**src/ctl_pkg.sv**
```systemverilog
// ----------------------------------------------------------------------------
// ctl_pkg: shared types and constants for the charger thermal ladder
// Mode codes, configuration and result records, and temperature thresholds.
// ----------------------------------------------------------------------------
package ctl_pkg;

  // Charge mode coding; code 7 means "no mode yet" and behaves as oem.
  typedef enum logic [2:0] {
    MODE_OEM      = 3'd0,
    MODE_FAST     = 3'd1,
    MODE_BALANCED = 3'd2,
    MODE_SAFE     = 3'd3,
    MODE_BYPASS   = 3'd4,
    MODE_VIOLENT  = 3'd5,
    MODE_CUSTOM   = 3'd6,
    MODE_NONE     = 3'd7
  } mode_e;

  // Register indexes on the configuration port.
  localparam int unsigned ADDR_W = 5;
  localparam logic [2:0] REG_USER_MODE       = 3'd0;
  localparam logic [2:0] REG_CUSTOM_LIMIT    = 3'd1;
  localparam logic [2:0] REG_PROTECT_EIGHTY  = 3'd2;
  localparam logic [2:0] REG_SMART_CHARGING  = 3'd3;
  localparam logic [2:0] REG_NIGHT_CHARGING  = 3'd4;
  localparam logic [2:0] REG_CHARGER_PRESENT = 3'd5;

  // Temperature thresholds in whole degrees.
  localparam int TEMP_EMERG = 50;
  localparam int TEMP_HOT   = 45;
  localparam int TEMP_COOL  = 41;
  localparam int SCALE_MILLI = 1000;
  localparam int SCALE_DECI  = 10;
  localparam int RAW_MILLI_MIN = 1000;
  localparam int RAW_DECI_MIN  = 100;

  // Capacity thresholds in percent.
  localparam logic signed [7:0] CAP_DEFAULT = 8'sd50;
  localparam logic signed [7:0] CAP_EIGHTY  = 8'sd80;
  localparam logic signed [7:0] CAP_LOW     = 8'sd10;
  localparam logic signed [7:0] CAP_RECOVER = 8'sd12;

  // Dwell times in seconds.
  localparam logic [31:0] DWELL_DOWN = 32'd10;
  localparam logic [31:0] DWELL_UP   = 32'd15;

  // Limit levels.
  localparam logic [4:0] LIM_BALANCED = 5'd10;
  localparam logic [4:0] LIM_SAFE     = 5'd14;
  localparam logic [4:0] LIM_CUTOFF   = 5'd16;

  typedef struct packed {
    mode_e      sel_mode;
    logic [3:0] custom_limit;
    logic       protect_eighty;
    logic       smart_charging;
    logic       night_guard;
    logic       charger_present;
  } cfg_t;

  // Temperature band after normalization.
  typedef struct packed {
    logic emerg;
    logic hot;
    logic cool;
  } band_t;

  typedef struct packed {
    mode_e      applied_mode;
    logic [4:0] chg_limit;
    logic       chg_suspend;
    logic       smart_out;
    logic       night_out;
    logic       renegotiate_pulse;
    logic       derate_hold;
    logic       hands_off;
  } res_t;

endpackage

```
**src/ctl_band.sv**
```systemverilog
// ----------------------------------------------------------------------------
// ctl_band: temperature band classifier
// Normalizes a raw reading (thousandths, tenths or degrees) and reports
// whether it is in the emergency, hot or cool band. The scaled thresholds
// replace the division of the reading.
// ----------------------------------------------------------------------------
module ctl_band (
  input  logic signed [16:0] raw_temperature_i,
  output ctl_pkg::band_t     band_o
);

  localparam logic signed [16:0] MilliMin = 17'(ctl_pkg::RAW_MILLI_MIN);
  localparam logic signed [16:0] DeciMin  = 17'(ctl_pkg::RAW_DECI_MIN);
  localparam logic signed [16:0] MilliEmerg =
    17'(ctl_pkg::TEMP_EMERG * ctl_pkg::SCALE_MILLI);
  localparam logic signed [16:0] MilliHot =
    17'(ctl_pkg::TEMP_HOT * ctl_pkg::SCALE_MILLI);
  localparam logic signed [16:0] MilliWarm =
    17'((ctl_pkg::TEMP_COOL + 1) * ctl_pkg::SCALE_MILLI);
  localparam logic signed [16:0] DeciEmerg =
    17'(ctl_pkg::TEMP_EMERG * ctl_pkg::SCALE_DECI);
  localparam logic signed [16:0] DeciHot =
    17'(ctl_pkg::TEMP_HOT * ctl_pkg::SCALE_DECI);
  localparam logic signed [16:0] DeciWarm =
    17'((ctl_pkg::TEMP_COOL + 1) * ctl_pkg::SCALE_DECI);
  localparam logic signed [16:0] DegEmerg = 17'(ctl_pkg::TEMP_EMERG);
  localparam logic signed [16:0] DegHot   = 17'(ctl_pkg::TEMP_HOT);
  localparam logic signed [16:0] DegCool  = 17'(ctl_pkg::TEMP_COOL);

  // A truncated quotient is at least N exactly when the reading is at
  // least N times the scale, so each band is one signed compare.
  always_comb begin
    if (raw_temperature_i > MilliMin) begin
      band_o.emerg = (raw_temperature_i >= MilliEmerg);
      band_o.hot   = (raw_temperature_i >= MilliHot);
      band_o.cool  = (raw_temperature_i < MilliWarm);
    end else if (raw_temperature_i > DeciMin) begin
      band_o.emerg = (raw_temperature_i >= DeciEmerg);
      band_o.hot   = (raw_temperature_i >= DeciHot);
      band_o.cool  = (raw_temperature_i < DeciWarm);
    end else begin
      band_o.emerg = (raw_temperature_i >= DegEmerg);
      band_o.hot   = (raw_temperature_i >= DegHot);
      band_o.cool  = (raw_temperature_i <= DegCool);
    end
  end

endmodule

```
**src/ctl_core.sv**
```systemverilog
// ----------------------------------------------------------------------------
// ctl_core: mode decision and derating state
// Holds the ladder step, step time, override flag and previous mode, picks
// the effective mode for one tick and maps it onto the charger outputs.
// ----------------------------------------------------------------------------
module ctl_core (
  input  logic                clk_i,
  input  logic                rst_ni,
  input  logic                fire_i,
  input  ctl_pkg::cfg_t       cfg_i,
  input  ctl_pkg::band_t      band_i,
  input  logic signed [7:0]   capacity_i,
  input  logic [31:0]         now_i,
  output ctl_pkg::res_t       res_o
);

  logic [1:0]     step_q, step_d;
  logic [31:0]    time_q, time_d;
  logic           ovr_q, ovr_d;
  ctl_pkg::mode_e prev_q, prev_d;

  ctl_pkg::mode_e    mode;
  ctl_pkg::mode_e    eff;
  logic              ov;
  logic              changed;
  logic signed [7:0] cap;
  logic [31:0]       t_base;
  logic [31:0]       el_down;
  logic [31:0]       el_up;
  logic [1:0]        step_cap;

  // Mode applied at a given derating step.
  function automatic ctl_pkg::mode_e step_mode(ctl_pkg::mode_e m, logic [1:0] step,
                                               logic [3:0] lim);
    ctl_pkg::mode_e r;
    if (step == 2'd0) begin
      r = m;
    end else if (m == ctl_pkg::MODE_SAFE) begin
      r = (step >= 2'd2) ? ctl_pkg::MODE_BYPASS : ctl_pkg::MODE_SAFE;
    end else if (m == ctl_pkg::MODE_CUSTOM) begin
      if (step == 2'd3) begin
        r = ctl_pkg::MODE_BYPASS;
      end else if (step == 2'd2) begin
        r = ctl_pkg::MODE_SAFE;
      end else begin
        r = (lim < 4'(ctl_pkg::LIM_BALANCED)) ? ctl_pkg::MODE_BALANCED
                                              : ctl_pkg::MODE_SAFE;
      end
    end else if (step == 2'd1) begin
      r = ctl_pkg::MODE_BALANCED;
    end else if (step == 2'd2) begin
      r = ctl_pkg::MODE_SAFE;
    end else begin
      r = ctl_pkg::MODE_BYPASS;
    end
    return r;
  endfunction

  assign mode     = cfg_i.sel_mode;
  assign cap      = (capacity_i <= 8'sd0) ? ctl_pkg::CAP_DEFAULT : capacity_i;
  assign t_base   = (time_q == 32'd0) ? now_i : time_q;
  assign el_down  = now_i - time_q;
  assign el_up    = now_i - t_base;
  assign step_cap = (mode == ctl_pkg::MODE_SAFE) ? 2'd1 : 2'd2;

  // Mode decision, state update and output mapping for one tick.
  always_comb begin
    step_d  = step_q;
    time_d  = time_q;
    ovr_d   = ovr_q;
    prev_d  = prev_q;
    eff     = mode;
    ov      = ovr_q;
    changed = 1'b0;
    res_o   = '0;
    if (!cfg_i.charger_present) begin
      res_o.derate_hold = ovr_q;
      res_o.hands_off   = 1'b1;
    end else if (mode == ctl_pkg::MODE_OEM || mode == ctl_pkg::MODE_NONE) begin
      ovr_d           = 1'b0;
      res_o.hands_off = 1'b1;
    end else begin
      // The 80 percent stop comes first; an override branch replaces it.
      if (cfg_i.protect_eighty && mode != ctl_pkg::MODE_BYPASS &&
          cap >= ctl_pkg::CAP_EIGHTY) begin
        eff = ctl_pkg::MODE_BYPASS;
      end

      if (mode == ctl_pkg::MODE_BYPASS) begin
        // Low-battery hysteresis.
        if (cap < ctl_pkg::CAP_LOW) begin
          eff = ctl_pkg::MODE_SAFE;
          ov  = 1'b1;
        end else if (ov && cap >= ctl_pkg::CAP_RECOVER) begin
          ov = 1'b0;
        end else if (ov) begin
          eff = ctl_pkg::MODE_SAFE;
        end
      end else if (band_i.emerg) begin
        step_d = 2'd3;
        time_d = now_i;
        eff    = ctl_pkg::MODE_BYPASS;
        ov     = 1'b1;
      end else if (band_i.hot) begin
        // Step down at once from full rate, then after each dwell up to the step cap.
        if (step_q == 2'd0) begin
          step_d = 2'd1;
          time_d = now_i;
        end else if (el_down >= ctl_pkg::DWELL_DOWN && step_q < step_cap) begin
          step_d = step_q + 2'd1;
          time_d = now_i;
        end
        eff = step_mode(mode, step_d, cfg_i.custom_limit);
        ov  = (step_d != 2'd0);
      end else if (ov && band_i.cool) begin
        // Step back up after the recovery dwell.
        time_d = t_base;
        if (el_up >= ctl_pkg::DWELL_UP) begin
          step_d = (step_q != 2'd0) ? step_q - 2'd1 : 2'd0;
          time_d = now_i;
          if (step_d == 2'd0) begin
            ov  = 1'b0;
            eff = mode;
          end else begin
            eff = step_mode(mode, step_d, cfg_i.custom_limit);
          end
        end else begin
          eff = step_mode(mode, step_q, cfg_i.custom_limit);
        end
      end else if (ov) begin
        eff = step_mode(mode, step_q, cfg_i.custom_limit);
      end
      ovr_d = ov;

      // Charger settings for the chosen mode.
      changed = (prev_q != eff);
      unique case (eff)
        ctl_pkg::MODE_VIOLENT: begin
          res_o.renegotiate_pulse = changed;
        end
        ctl_pkg::MODE_BALANCED: begin
          res_o.chg_limit = ctl_pkg::LIM_BALANCED;
          res_o.smart_out = cfg_i.smart_charging;
          res_o.night_out = cfg_i.night_guard;
        end
        ctl_pkg::MODE_SAFE: begin
          res_o.chg_limit = ctl_pkg::LIM_SAFE;
          res_o.smart_out = cfg_i.smart_charging;
          res_o.night_out = cfg_i.night_guard;
        end
        ctl_pkg::MODE_BYPASS: begin
          res_o.chg_limit   = ctl_pkg::LIM_CUTOFF;
          res_o.chg_suspend = 1'b1;
        end
        ctl_pkg::MODE_CUSTOM: begin
          res_o.chg_limit         = {1'b0, cfg_i.custom_limit};
          res_o.smart_out         = cfg_i.smart_charging;
          res_o.night_out         = cfg_i.night_guard;
          res_o.renegotiate_pulse = changed;
        end
        default: begin
          res_o.smart_out         = cfg_i.smart_charging;
          res_o.night_out         = cfg_i.night_guard;
          res_o.renegotiate_pulse = changed;
        end
      endcase
      prev_d             = eff;
      res_o.applied_mode = eff;
      res_o.derate_hold  = ov;
    end
  end

  // State advances only when a transaction leaves the input stage.
  always_ff @(posedge clk_i or negedge rst_ni) begin
    if (!rst_ni) begin
      step_q <= 2'd0;
      time_q <= 32'd0;
      ovr_q  <= 1'b0;
      prev_q <= ctl_pkg::MODE_NONE;
    end else if (fire_i) begin
      step_q <= step_d;
      time_q <= time_d;
      ovr_q  <= ovr_d;
      prev_q <= prev_d;
    end
  end

endmodule

```
**src/charger_thermal_ladder.sv**
```systemverilog
// Order: an accepted transaction is written to the input register and is loaded
// into the result register when the input stage advances, which a stalled result delays.
// Throughput: one transaction per cycle while no result stalls; the input register
// feeds the decision logic, whose state and result register load in the same cycle.
// A stalled result holds the output register; an empty input register still fills.
// Reset (rst_ni low, asynchronous) empties both stages, clears the ladder state
// and loads the configuration registers with their reset values.
// ----------------------------------------------------------------------------
// charger_thermal_ladder: charge mode enforcer with thermal derating
// Input register, temperature band and mode decision, result register, and
// an APB-style configuration register file.
// ----------------------------------------------------------------------------
module charger_thermal_ladder (
  input  logic                        clk_i,
  input  logic                        rst_ni,
  // Tick channel.
  input  logic                        in_valid_i,
  output logic                        in_stall_o,
  input  logic signed [16:0]          raw_temperature_i,
  input  logic signed [7:0]           capacity_reading_i,
  input  logic [31:0]                 now_seconds_i,
  // Result channel.
  output logic                        out_valid_o,
  input  logic                        out_stall_i,
  output logic [2:0]                  applied_mode_o,
  output logic [4:0]                  chg_limit_o,
  output logic                        chg_suspend_o,
  output logic                        smart_out_o,
  output logic                        night_out_o,
  output logic                        renegotiate_pulse_o,
  output logic                        derate_hold_o,
  output logic                        hands_off_o,
  // Configuration port.
  input  logic                        psel,
  input  logic                        penable,
  input  logic                        pwrite,
  input  logic [ctl_pkg::ADDR_W-1:0]  paddr,
  input  logic [31:0]                 pwdata,
  output logic [31:0]                 prdata,
  output logic                        pready
);

  ctl_pkg::cfg_t     cfg_q;
  logic              wr_en;
  logic [2:0]        reg_idx;

  logic              s1_valid_q;
  logic signed [16:0] s1_temp_q;
  logic signed [7:0] s1_cap_q;
  logic [31:0]       s1_now_q;
  logic              accept;
  logic              s1_adv;

  logic              out_valid_q;
  ctl_pkg::res_t     out_res_q;
  ctl_pkg::res_t     res;
  ctl_pkg::band_t    band;

  // Configuration registers.
  assign pready  = 1'b1;
  assign wr_en   = psel && penable && pwrite;
  assign reg_idx = paddr[ctl_pkg::ADDR_W-1:2];

  always_ff @(posedge clk_i or negedge rst_ni) begin
    if (!rst_ni) begin
      cfg_q.sel_mode        <= ctl_pkg::MODE_OEM;
      cfg_q.custom_limit    <= 4'(ctl_pkg::LIM_BALANCED);
      cfg_q.protect_eighty  <= 1'b0;
      cfg_q.smart_charging  <= 1'b0;
      cfg_q.night_guard     <= 1'b0;
      cfg_q.charger_present <= 1'b1;
    end else if (wr_en) begin
      unique case (reg_idx)
        ctl_pkg::REG_USER_MODE:       cfg_q.sel_mode <= ctl_pkg::mode_e'(pwdata[2:0]);
        ctl_pkg::REG_CUSTOM_LIMIT:    cfg_q.custom_limit <= pwdata[3:0];
        ctl_pkg::REG_PROTECT_EIGHTY:  cfg_q.protect_eighty <= pwdata[0];
        ctl_pkg::REG_SMART_CHARGING:  cfg_q.smart_charging <= pwdata[0];
        ctl_pkg::REG_NIGHT_CHARGING:  cfg_q.night_guard <= pwdata[0];
        ctl_pkg::REG_CHARGER_PRESENT: cfg_q.charger_present <= pwdata[0];
        default: ;
      endcase
    end
  end

  // Register read-back.
  always_comb begin
    prdata = '0;
    unique case (reg_idx)
      ctl_pkg::REG_USER_MODE:       prdata = {29'd0, cfg_q.sel_mode};
      ctl_pkg::REG_CUSTOM_LIMIT:    prdata = {28'd0, cfg_q.custom_limit};
      ctl_pkg::REG_PROTECT_EIGHTY:  prdata = {31'd0, cfg_q.protect_eighty};
      ctl_pkg::REG_SMART_CHARGING:  prdata = {31'd0, cfg_q.smart_charging};
      ctl_pkg::REG_NIGHT_CHARGING:  prdata = {31'd0, cfg_q.night_guard};
      ctl_pkg::REG_CHARGER_PRESENT: prdata = {31'd0, cfg_q.charger_present};
      default:                      prdata = '0;
    endcase
  end

  // Stage handshakes: the input stage moves on whenever the result
  // register is empty or is being taken.
  assign s1_adv     = s1_valid_q && (!out_valid_q || !out_stall_i);
  assign in_stall_o = s1_valid_q && out_valid_q && out_stall_i;
  assign accept     = in_valid_i && !in_stall_o;

  always_ff @(posedge clk_i or negedge rst_ni) begin
    if (!rst_ni) begin
      s1_valid_q <= 1'b0;
    end else if (accept) begin
      s1_valid_q <= 1'b1;
    end else if (s1_adv) begin
      s1_valid_q <= 1'b0;
    end
  end

  always_ff @(posedge clk_i) begin
    if (accept) begin
      s1_temp_q <= raw_temperature_i;
      s1_cap_q  <= capacity_reading_i;
      s1_now_q  <= now_seconds_i;
    end
  end

  ctl_band u_band (
    .raw_temperature_i (s1_temp_q),
    .band_o            (band)
  );

  ctl_core u_core (
    .clk_i      (clk_i),
    .rst_ni     (rst_ni),
    .fire_i     (s1_adv),
    .cfg_i      (cfg_q),
    .band_i     (band),
    .capacity_i (s1_cap_q),
    .now_i      (s1_now_q),
    .res_o      (res)
  );

  // Result register.
  always_ff @(posedge clk_i or negedge rst_ni) begin
    if (!rst_ni) begin
      out_valid_q <= 1'b0;
    end else if (s1_adv) begin
      out_valid_q <= 1'b1;
    end else if (!out_stall_i) begin
      out_valid_q <= 1'b0;
    end
  end

  always_ff @(posedge clk_i) begin
    if (s1_adv) begin
      out_res_q <= res;
    end
  end

  assign out_valid_o         = out_valid_q;
  assign applied_mode_o      = out_res_q.applied_mode;
  assign chg_limit_o         = out_res_q.chg_limit;
  assign chg_suspend_o       = out_res_q.chg_suspend;
  assign smart_out_o         = out_res_q.smart_out;
  assign night_out_o         = out_res_q.night_out;
  assign renegotiate_pulse_o = out_res_q.renegotiate_pulse;
  assign derate_hold_o       = out_res_q.derate_hold;
  assign hands_off_o         = out_res_q.hands_off;

  // A hands-off result applies nothing.
  a_hands_off_quiet: assert property (@(posedge clk_i) disable iff (!rst_ni)
    out_valid_o && hands_off_o |-> applied_mode_o == 3'(ctl_pkg::MODE_OEM) &&
      chg_limit_o == 5'd0 && !chg_suspend_o && !renegotiate_pulse_o)
    else $error("hands-off result drives charger settings");

  // Input suspend goes together with the cutoff limit.
  a_suspend_cutoff: assert property (@(posedge clk_i) disable iff (!rst_ni)
    out_valid_o |-> chg_suspend_o == (chg_limit_o == ctl_pkg::LIM_CUTOFF))
    else $error("input suspend and cutoff limit disagree");

  // Renegotiation is only requested for fast, violent or custom modes.
  a_pulse_mode: assert property (@(posedge clk_i) disable iff (!rst_ni)
    out_valid_o && renegotiate_pulse_o |->
      applied_mode_o == 3'(ctl_pkg::MODE_FAST) ||
      applied_mode_o == 3'(ctl_pkg::MODE_VIOLENT) ||
      applied_mode_o == 3'(ctl_pkg::MODE_CUSTOM))
    else $error("renegotiation pulse in a mode that does not request it");

  // A held transaction in the input stage is never dropped.
  a_stage_hold: assert property (@(posedge clk_i) disable iff (!rst_ni)
    s1_valid_q && !s1_adv |=> s1_valid_q)
    else $error("input stage lost a waiting transaction");

endmodule
```
**config.mk**
```make
export PLATFORM = sky130hd
export DESIGN_NAME = charger_thermal_ladder
export DESIGN_NICKNAME = d
export VERILOG_FILES = /design/src/ctl_pkg.sv /design/src/ctl_band.sv /design/src/ctl_core.sv /design/src/charger_thermal_ladder.sv
export SDC_FILE = /design/constraint.sdc
export NUM_CORES = 1
export LEC_CHECK = 0
export ABC_CLOCK_PERIOD_IN_PS = 8080
export BUFFER_PORTS_ARGS = -buffer_cell sky130_fd_sc_hd__buf_2
export CAP_MARGIN = 30
export CORE_UTILIZATION = 50
export CTS_CLUSTER_DIAMETER = 120
export CTS_CLUSTER_SIZE = 25
export DETAILED_ROUTE_END_ITERATION = 10
export PLACE_DENSITY = 0.71
export SLEW_MARGIN = 25
export SYNTH_ARGS = -nofsm -noshare
export SYNTH_HDL_FRONTEND = slang
export SYNTH_SLANG_ARGS = --single-unit
```
**constraint.sdc**
```tcl
create_clock -name clk_i -period 8.08 [get_ports clk_i]
set_input_delay 1.212 -clock clk_i [delete_from_list [all_inputs] [get_ports clk_i]]
set_output_delay 1.212 -clock clk_i [all_outputs]
set_load 0.02 [all_outputs]
```
==> run_results.csv, run 1 <==
group,metric,value,unit
outcome,status,"complete, but fails checks",
outcome,violations,"DRC",
global_routing,grt.overflow.total,0,
die,die_y,152.0,um
routing,antenna_left,0,
critical_path,cp_cell_sequence,"nor4_2 -> nand4_2 -> nor2_2 -> a21oi_1 -> ha_1 -> nand4_1 -> or4b_1 -> or3_1 -> nor3b_1 -> nor4_1 -> nand3b_1 -> o311ai_1 -> nand4_1 -> and4bb_1 -> a31oi_2 -> mux2_2 -> a221oi_2 -> or2_2 -> xor2_1 -> a311oi_1",
logic_synthesis,synth_seq_cells,122,
timing,max_slew_margin,0.3228,
logic_synthesis,avgSynthCellArea,8.532,um^2
layout,seqCellArea,3416,um^2
clocking,path_clk_slew,0.06,ns
min_path,hold_end,"out_valid_o",
logic_synthesis,yosys_most_used_dff,"edfxtp_1",
critical_path,reg2reg_slack,0.94,ns
placed_design,io_buffers,90,
routing,firstDrtPassIters,10,
layout,stdcell_area,12380,um^2
clocking,tritoncts,"done",
critical_path,crit_top_cell,"nand4_1",
timing,finalHoldViolCount,0,
logic_synthesis,yosysWarnings,0,
placed_design,place_congestion,0.9538,
critical_path,required,8.24,ns
die,die_area,23110,um^2
clocking,postCtsSetupRepairBufs,0,
critical_path,critPathLaunch,"u_core.time_q[26]",
layout,multi_input_area,7164,um^2
placed_design,dp_hpwl,24760,um
logic_synthesis,syn_area,11250,um^2
global_routing,grt_max_degree,58,
clocking,cts_hold_buffers,0,
critical_path,r2r_start,"u_core.time_q[26]",
logic_synthesis,synthSimpleGateAreaFrac,0.2081,
placed_design,placed_cell_area,11730,um^2
clocking,h-tree-depth,4,
critical_path,cp_slowest_cell,"nor2_2",
clocking,clock_sinks,122,
logic_synthesis,synthMuxAreaShare,0.02835,
timing,setup_violations,0,
critical_path,worst_path_largest_cell_delay,0.76,ns
min_path,min-delay-start,"s1_valid_q",
critical_path,cp_max_fo,21,
layout,nNetsFinal,1535,
routing,post_drt_wl_per_cell,19.13,um
global_routing,grt_pass1_wl,51560,um
critical_path,cpLargestDelayFamily,"simple AND/OR/NAND/NOR gates",
power_and_ir_drop,leakagePower,4.991,nW
global_routing,grt_usage,0.2769,
min_path,whs_path_depth,1,
timing,fmax,140.0,MHz
run,maxCapViolations,0,
timing,finalCritPeriodShare,0.8842,
global_routing,grt_pass1_vias,9997,
die,ios,150,
die,start_util,0.5125,
critical_path,arrival,7.30,ns
logic_synthesis,synthXorXnorAreaFrac,0.02413,
timing,timing.hold.ws,0.4770,ns
layout,final_cell_mix,"a21oi_1, nand2_1, buf_2",
timing,finalSetupTns,0,ns
clocking,cts_root_buffer,"clkbuf_16",
timing,slew_violations,0,
timing,skew,0.01811,ns
routing,wirelength,31850,um
logic_synthesis,yosysUniqueCellTypes,96,
routing,drt-initial-drc-count,1046,
critical_path,rr_endpoint,"renegotiate_pulse_o",
critical_path,crit_type,"flop to flop",
min_path,hold_class,"flop to flop",
logic_synthesis,synth_top_family_by_area,"compound AO/OA/AOI/OAI gates",
clocking,clock_path_buffers,2,
routing,drc,27,
critical_path,crit_path_start_kind,"flop",
die,die_x,152.0,um
critical_path,rr_worst_depth,20,
power_and_ir_drop,vdd_ir_drop_max,0.0001973,V
layout,area_growth,10.01,%
logic_synthesis,async_reset_ff_frac,0.4180,
layout,drive_gt1_frac,0.1408,
global_routing,antenna_found_initial,0,
clocking,cts.repair.resized,0,
logic_synthesis,synth_edf_count,71,
clocking,worstSkewPairLatency,0.42,ns
logic_synthesis,netlist_instances,1319,
logic_synthesis,synth-adder-area-share,0.07049,
routing,via_per_inst,6.473,
logic_synthesis,synth-compound-area-share,0.2952,
die,core-area,21960,um^2
layout,diodes,0,
die,num_rows,54,
timing,rsz0062_at_grt,"false",
critical_path,cp-end-kind,"flop",
layout,layout_commonest_cell,"a21oi_1",
power_and_ir_drop,powerDensity,380.7,nW/um^2
clocking,cts_inserted_buffers,17,
logic_synthesis,ys_seq_area_frac,0.3035,
routing,vias,10780,
timing,tightest_slew,0.9902,ns
timing,finalCriticalPeriod,7.144,ns
layout,fillCellCount,1943,
critical_path,critPathBufInv,0,
-- cell usage after synthesis, drive strengths merged, types with 6 or more instances --
master,instances,area (um^2)
xor2,17,148.9
o221ai,8,70.07
a2111oi,15,150.2
edfxtp,71,2132
o31ai,8,60.06
o211a,8,80.08
o211ai,19,142.6
o22ai,10,62.56
and2,16,100.1
nand3,35,175.2
clkbuf,48,180.2
a22o,31,271.5
a211o,6,53.80
or3,11,68.82
xnor2,14,122.6
dfstp,6,157.7
nand2b,26,162.7
nor4,21,214.0
a221oi,7,80.07
and3,15,93.84
dfrtp,45,1126
o2111ai,6,52.55
a31oi,24,162.7
nor3,40,205.2
nand2,101,395.4
a21o,27,202.7
a21oi,119,606.8
or4,7,52.55
nor2,73,276.5
inv,78,292.8
o311ai,7,78.83
ha,61,763.2
a311oi,6,58.80
a21boi,6,45.05
o21ai,85,425.4
buf,44,309.0
mux2,15,168.9
o21bai,11,82.58
mux2i,15,150.1
nor2b,16,107.6
nand4,22,150.1
or2,9,56.30
nor3b,8,60.06
o21a,19,142.6
a211oi,19,152.6
-- flip-flops by register name, summed over array words and instances, names as in the netlist --
signal	flops
applied_mode_o	3
out_valid_o	1
s1_valid_q	1
hands_off_o	1
derate_hold_o	1
u_core.ovr_q	1
u_core.step_q	2
s1_now_q	32
night_out_o	1
u_core.prev_q	3
cfg_q	11
chg_suspend_o	1
s1_temp_q	17
s1_cap_q	8
smart_out_o	1
renegotiate_pulse_o	1
chg_limit_o	5
u_core.time_q	32
-- cell type report --
type | instances | area share
clock inverters | 13 | 0.01536
well taps | 280 | 0.02830
repair buffers | 99 | 0.04225
clock buffers | 19 | 0.03578
flip-flops and latches | 122 | 0.2759
inverters | 78 | 0.02365
multi-input cells | 1054 | 0.5787
-- cells by family (layout without fill, tap and decap cells) --
| family | Yosys count | after routing |
|---|---|---|
| AO/OA/AOI/OAI | 477 | 477 |
| buffers and inverters | 170 | 209 |
| flip-flops | 122 | 122 |
| multiplexers | 30 | 30 |
| AND/OR/NAND/NOR | 424 | 424 |
| other | 2 | 29 |
| adder cells (fa/ha/maj) | 63 | 63 |
| XOR/XNOR | 31 | 31 |
-- metrics by stage --
| step | cells | worst slack (ns) | utilization | power (W) |
|---|---|---|---|---|
| after floorplan | 1346 | 2.025 | - | 0.003139 |
| after CTS | 1663 | 0.9767 | 0.5628 | 0.004642 |
| after global routing | 1665 | 0.4803 | 0.5638 | 0.005039 |
| after detailed placement | 1631 | 1.013 | 0.5340 | 0.003798 |
| final | 1665 | 0.9361 | 0.5638 | 0.004713 |
| after global placement | 1631 | 1.153 | 0.5340 | 0.003765 |
-- power breakdown --
group | internal, W | switching (W)
logic | 0.00109 | 0.00180
registers | 0.000806 | 0.000192
clock network | 0.000527 | 0.000295
-- worst max-delay path by stage --
stage                          end  slack (ns)  cells after the start
2_1_floorplan  renegotiate_pulse_o        2.02                     24
3_3_place_gp   renegotiate_pulse_o        1.15                     20
3_5_place_dp   renegotiate_pulse_o        1.01                     20
4_1_cts        renegotiate_pulse_o        0.98                     20
5_1_grt        renegotiate_pulse_o        0.48                     21
6_report       renegotiate_pulse_o        0.94                     20
-- worst register-to-register path: stages, from the launching register on --
cell      delay, ns
dfrtp_1        0.43
nor4_2         0.43
nand4_2        0.46
nor2_2         0.76
a21oi_1        0.17
ha_1           0.49
nand4_1        0.20
or4b_1         0.61
or3_1          0.44
nor3b_1        0.44
nor4_1         0.11
nand3b_1       0.12
o311ai_1       0.14
nand4_1        0.10
and4bb_1       0.24
a31oi_2        0.33
mux2_2         0.38
a221oi_2       0.49
or2_2          0.26
xor2_1         0.15
a311oi_1       0.10
-- per-layer routing --
metal,GRT usage,wire length [um],vias up
met3,0.04877,2529,66
met1,0.3855,14350,5089
met4,0.1118,868,0
met2,0.4261,14110,507
met5,0,0,-
li1,-,-,5115
Note: power is estimated with default switching activity, not from simulation.
==> run 2, diff against run 1 <==
--- a/config.mk
+++ b/config.mk
@@ -16,4 +16,5 @@
 export SLEW_MARGIN = 25
 export SYNTH_ARGS = -nofsm -noshare
 export SYNTH_HDL_FRONTEND = slang
+export SYNTH_HIERARCHICAL = 1
 export SYNTH_SLANG_ARGS = --single-unit
==> run 2 against run 1 <==
Compared with the run above: the flow now finishes without violations; hold slack better by 0.014 ns; critical path type unchanged; clock-buffer cell count is 1 lower; critical endpoint is now renegotiate_pulse_o; register-to-register slack hardly changed.
==> run_results.csv, run 2 <==
group,metric,value,unit
outcome,status,"complete, no violations",
routing,drt-initial-drc-count,976,
die,num_rows,53,
global_routing,grt_usage,0.2923,
layout,fillCellCount,2003,
die,die_area,22510,um^2
min_path,hold_class,"flop to flop",
power_and_ir_drop,vdd_ir_drop_max,0.0001529,V
logic_synthesis,synth_most_common_cell,"a21oi_1",
layout,final_cell_mix,"a21oi_1, nor2_1, nand2_1",
logic_synthesis,synth_edf_count,71,
timing,slew_violations,0,
clocking,clock_sinks,122,
timing,tightest_slew,1.045,ns
timing,finalCriticalPeriod,7.143,ns
power_and_ir_drop,powerDensity,339.0,nW/um^2
placed_design,io_buffers,90,
logic_synthesis,synth_seq_cells,122,
global_routing,grt.overflow.total,0,
timing,finalHoldViolCount,0,
clocking,path_clk_slew,0.06,ns
clocking,cts_inserted_buffers,17,
logic_synthesis,syn_area,10960,um^2
clocking,h-tree-depth,4,
run,maxCapViolations,0,
die,ios,150,
routing,via_per_inst,6.375,
routing,drc,0,
critical_path,required,8.25,ns
logic_synthesis,netlist.area_leader.share,0.1946,
layout,layout_commonest_cell,"a21oi_1",
die,core-area,21220,um^2
logic_synthesis,synth.largest_area_cell,"edfxtp_1",
logic_synthesis,synth_area_leaders,"edfxtp_1, dfrtp_1, ha_1",
global_routing,grt_max_degree,58,
logic_synthesis,netlist_instances,1326,
die,start_util,0.5163,
critical_path,arrival,7.31,ns
timing,finalSetupTns,0,ns
timing,max_slew_margin,0.2852,
clocking,postCtsSetupRepairBufs,0,
routing,vias,10630,
clocking,clock_path_buffers,2,
clocking,cts.repair.resized,0,
routing,antenna_left,0,
logic_synthesis,avgSynthCellArea,8.263,um^2
logic_synthesis,synth_commonest_cells,"a21oi_1, nor2_1, nand2_1",
die,die_x,150.0,um
global_routing,antenna_found_initial,0,
layout,drive_gt1_frac,0.1350,
die,die_y,150.0,um
clocking,tritoncts,"done",
layout,fin_cells,1668,
logic_synthesis,ys_seq_area_frac,0.3118,
placed_design,dp_hpwl,24580,um
placed_design,dp_cells,1636,
routing,wirelength,32210,um
clocking,cts_root_buffer,"clkbuf_16",
power_and_ir_drop,leakagePower,4.845,nW
timing,skew,0.01323,ns
critical_path,cp_max_fo,35,
routing,post_drt_wl_per_cell,19.31,um
timing,finalCritPeriodShare,0.8840,
timing,rsz0062_at_grt,"false",
logic_synthesis,yosysWarnings,6,
critical_path,crit_type,"flop to flop",
layout,nNetsFinal,1543,
clocking,cts_hold_buffers,0,
timing,setup_violations,0,
routing,firstDrtPassIters,5,
logic_synthesis,yosysUniqueCellTypes,98,
layout,area_growth,9.570,%
layout,diodes,0,
layout,largest_registers,"s1_now_q x32, u_core/time_q x32, s1_temp_q x17",
logic_synthesis,yosys_most_used_dff,"edfxtp_1",
logic_synthesis,async_reset_ff_frac,0.4180,
critical_path,cp-end-kind,"flop",
global_routing,grt_pass1_wl,51470,um
clocking,worstSkewPairLatency,0.43,ns
timing,fmax,140.0,MHz
global_routing,grt_pass1_vias,9953,
critical_path,crit_path_start_kind,"flop",
placed_design,place_congestion,0.9504,
[run 2: changes by cell type after synthesis, sizes merged, moves of 7 or more]
| cell | before | now |
|---|---|---|
| nor2 | 73 | 120 |
| a21oi | 119 | 147 |
| a22o | 31 | 9 |
| and2 | 16 | 5 |
| a31oi | 24 | 14 |
| nand3 | 35 | 26 |
| xor2 | 17 | 9 |
| mux2 | 15 | 22 |
| nor2b | 16 | 23 |
| nor3 | 40 | 33 |
[run 2: logic make-up after synthesis]
kind of cell	Yosys count	share of synthesized area
adder cells (fa/ha/maj)	63	0.07240
other	2	0.0006854
AO/OA/AOI/OAI	459	0.2754
flip-flops	122	0.3118
buffers and inverters	164	0.07046
multiplexers	39	0.03814
AND/OR/NAND/NOR	458	0.2159
XOR/XNOR	19	0.01519
[run 2: report_power, final]
part / leakage (nW) / internal (W) / switching (W)
registers: 1.33 / 0.000795 / 0.000163
clock network: 0.288 / 0.000438 / 0.000320
logic: 3.23 / 0.000863 / 0.00149
[run 2: path summary, 6_finish.rpt]
kind,startpoint,end,slack [ns],cells after the start
max,u_core/time_q[24],renegotiate_pulse_o,0.94,21
min,u_core/prev_q[0],u_core/prev_q[0],0.49,2
max reg2reg,u_core/time_q[24],renegotiate_pulse_o,0.94,21
min reg2reg,u_core/prev_q[0],u_core/prev_q[0],0.49,2
max in group asynchronous,rst_ni,u_core/time_q[31],6.70,2
min in group asynchronous,rst_ni,u_core/time_q[0],0.91,2
[run 2: metal layers]
layer / up-vias / part of all wire / wire (um) / track usage
met5: - / 0 / 0 / 0
met4: 0 / 0.029 / 939 / 0.1192
met3: 70 / 0.067 / 2151 / 0.04665
met2: 483 / 0.48 / 15430 / 0.4917
met1: 5013 / 0.43 / 13700 / 0.3720
li1: 5067 / - / - / -
[run 2: layout make-up]
cell class,count,area [um^2],share of cell area
inverters,75,281.5,0.02345
clock buffers,18,439.2,0.03658
multi-input cells,1067,6875,0.5727
clock inverters,14,133.9,0.01115
flip-flops and latches,122,3416,0.2845
repair buffers,97,515.5,0.04294
well taps,275,344.1,0.02866
[run 2: worst max-delay path, stage by stage (launching register included)]
cell and delay (ns):
dfrtp_1 0.42, nor4_1 0.35, nand2_1 0.23, nor4_4 0.71, buf_12 0.28, a21oi_1 0.12
ha_1 0.53, nand4_1 0.30, o211ai_1 0.19, a21oi_1 0.10, a2111oi_0 0.43, nand4_1 0.13
or4_1 0.54, a2111oi_2 0.36, o2111ai_1 0.25, a2111oi_2 0.31, nand4_2 0.28, mux2i_1 0.22
a211oi_2 0.48, mux2_2 0.40, o32ai_1 0.15, a211oi_2 0.11
[run 2: per-stage QoR]
stage               worst slack (ns)    util  hold slack [ns]  instance area [um^2]  power (W)
floorplan                      1.830       -           0.4434                 11060   0.002673
global placement               1.121  0.5387           0.4677                 11430   0.003220
detailed placement             1.067  0.5387           0.4742                 11430   0.003239
CTS                            1.073  0.5657           0.4913                 12010   0.004016
global route                  0.5635  0.5657           0.5102                 12010   0.004357
finish                        0.9373  0.5657           0.4912                 12010   0.004070
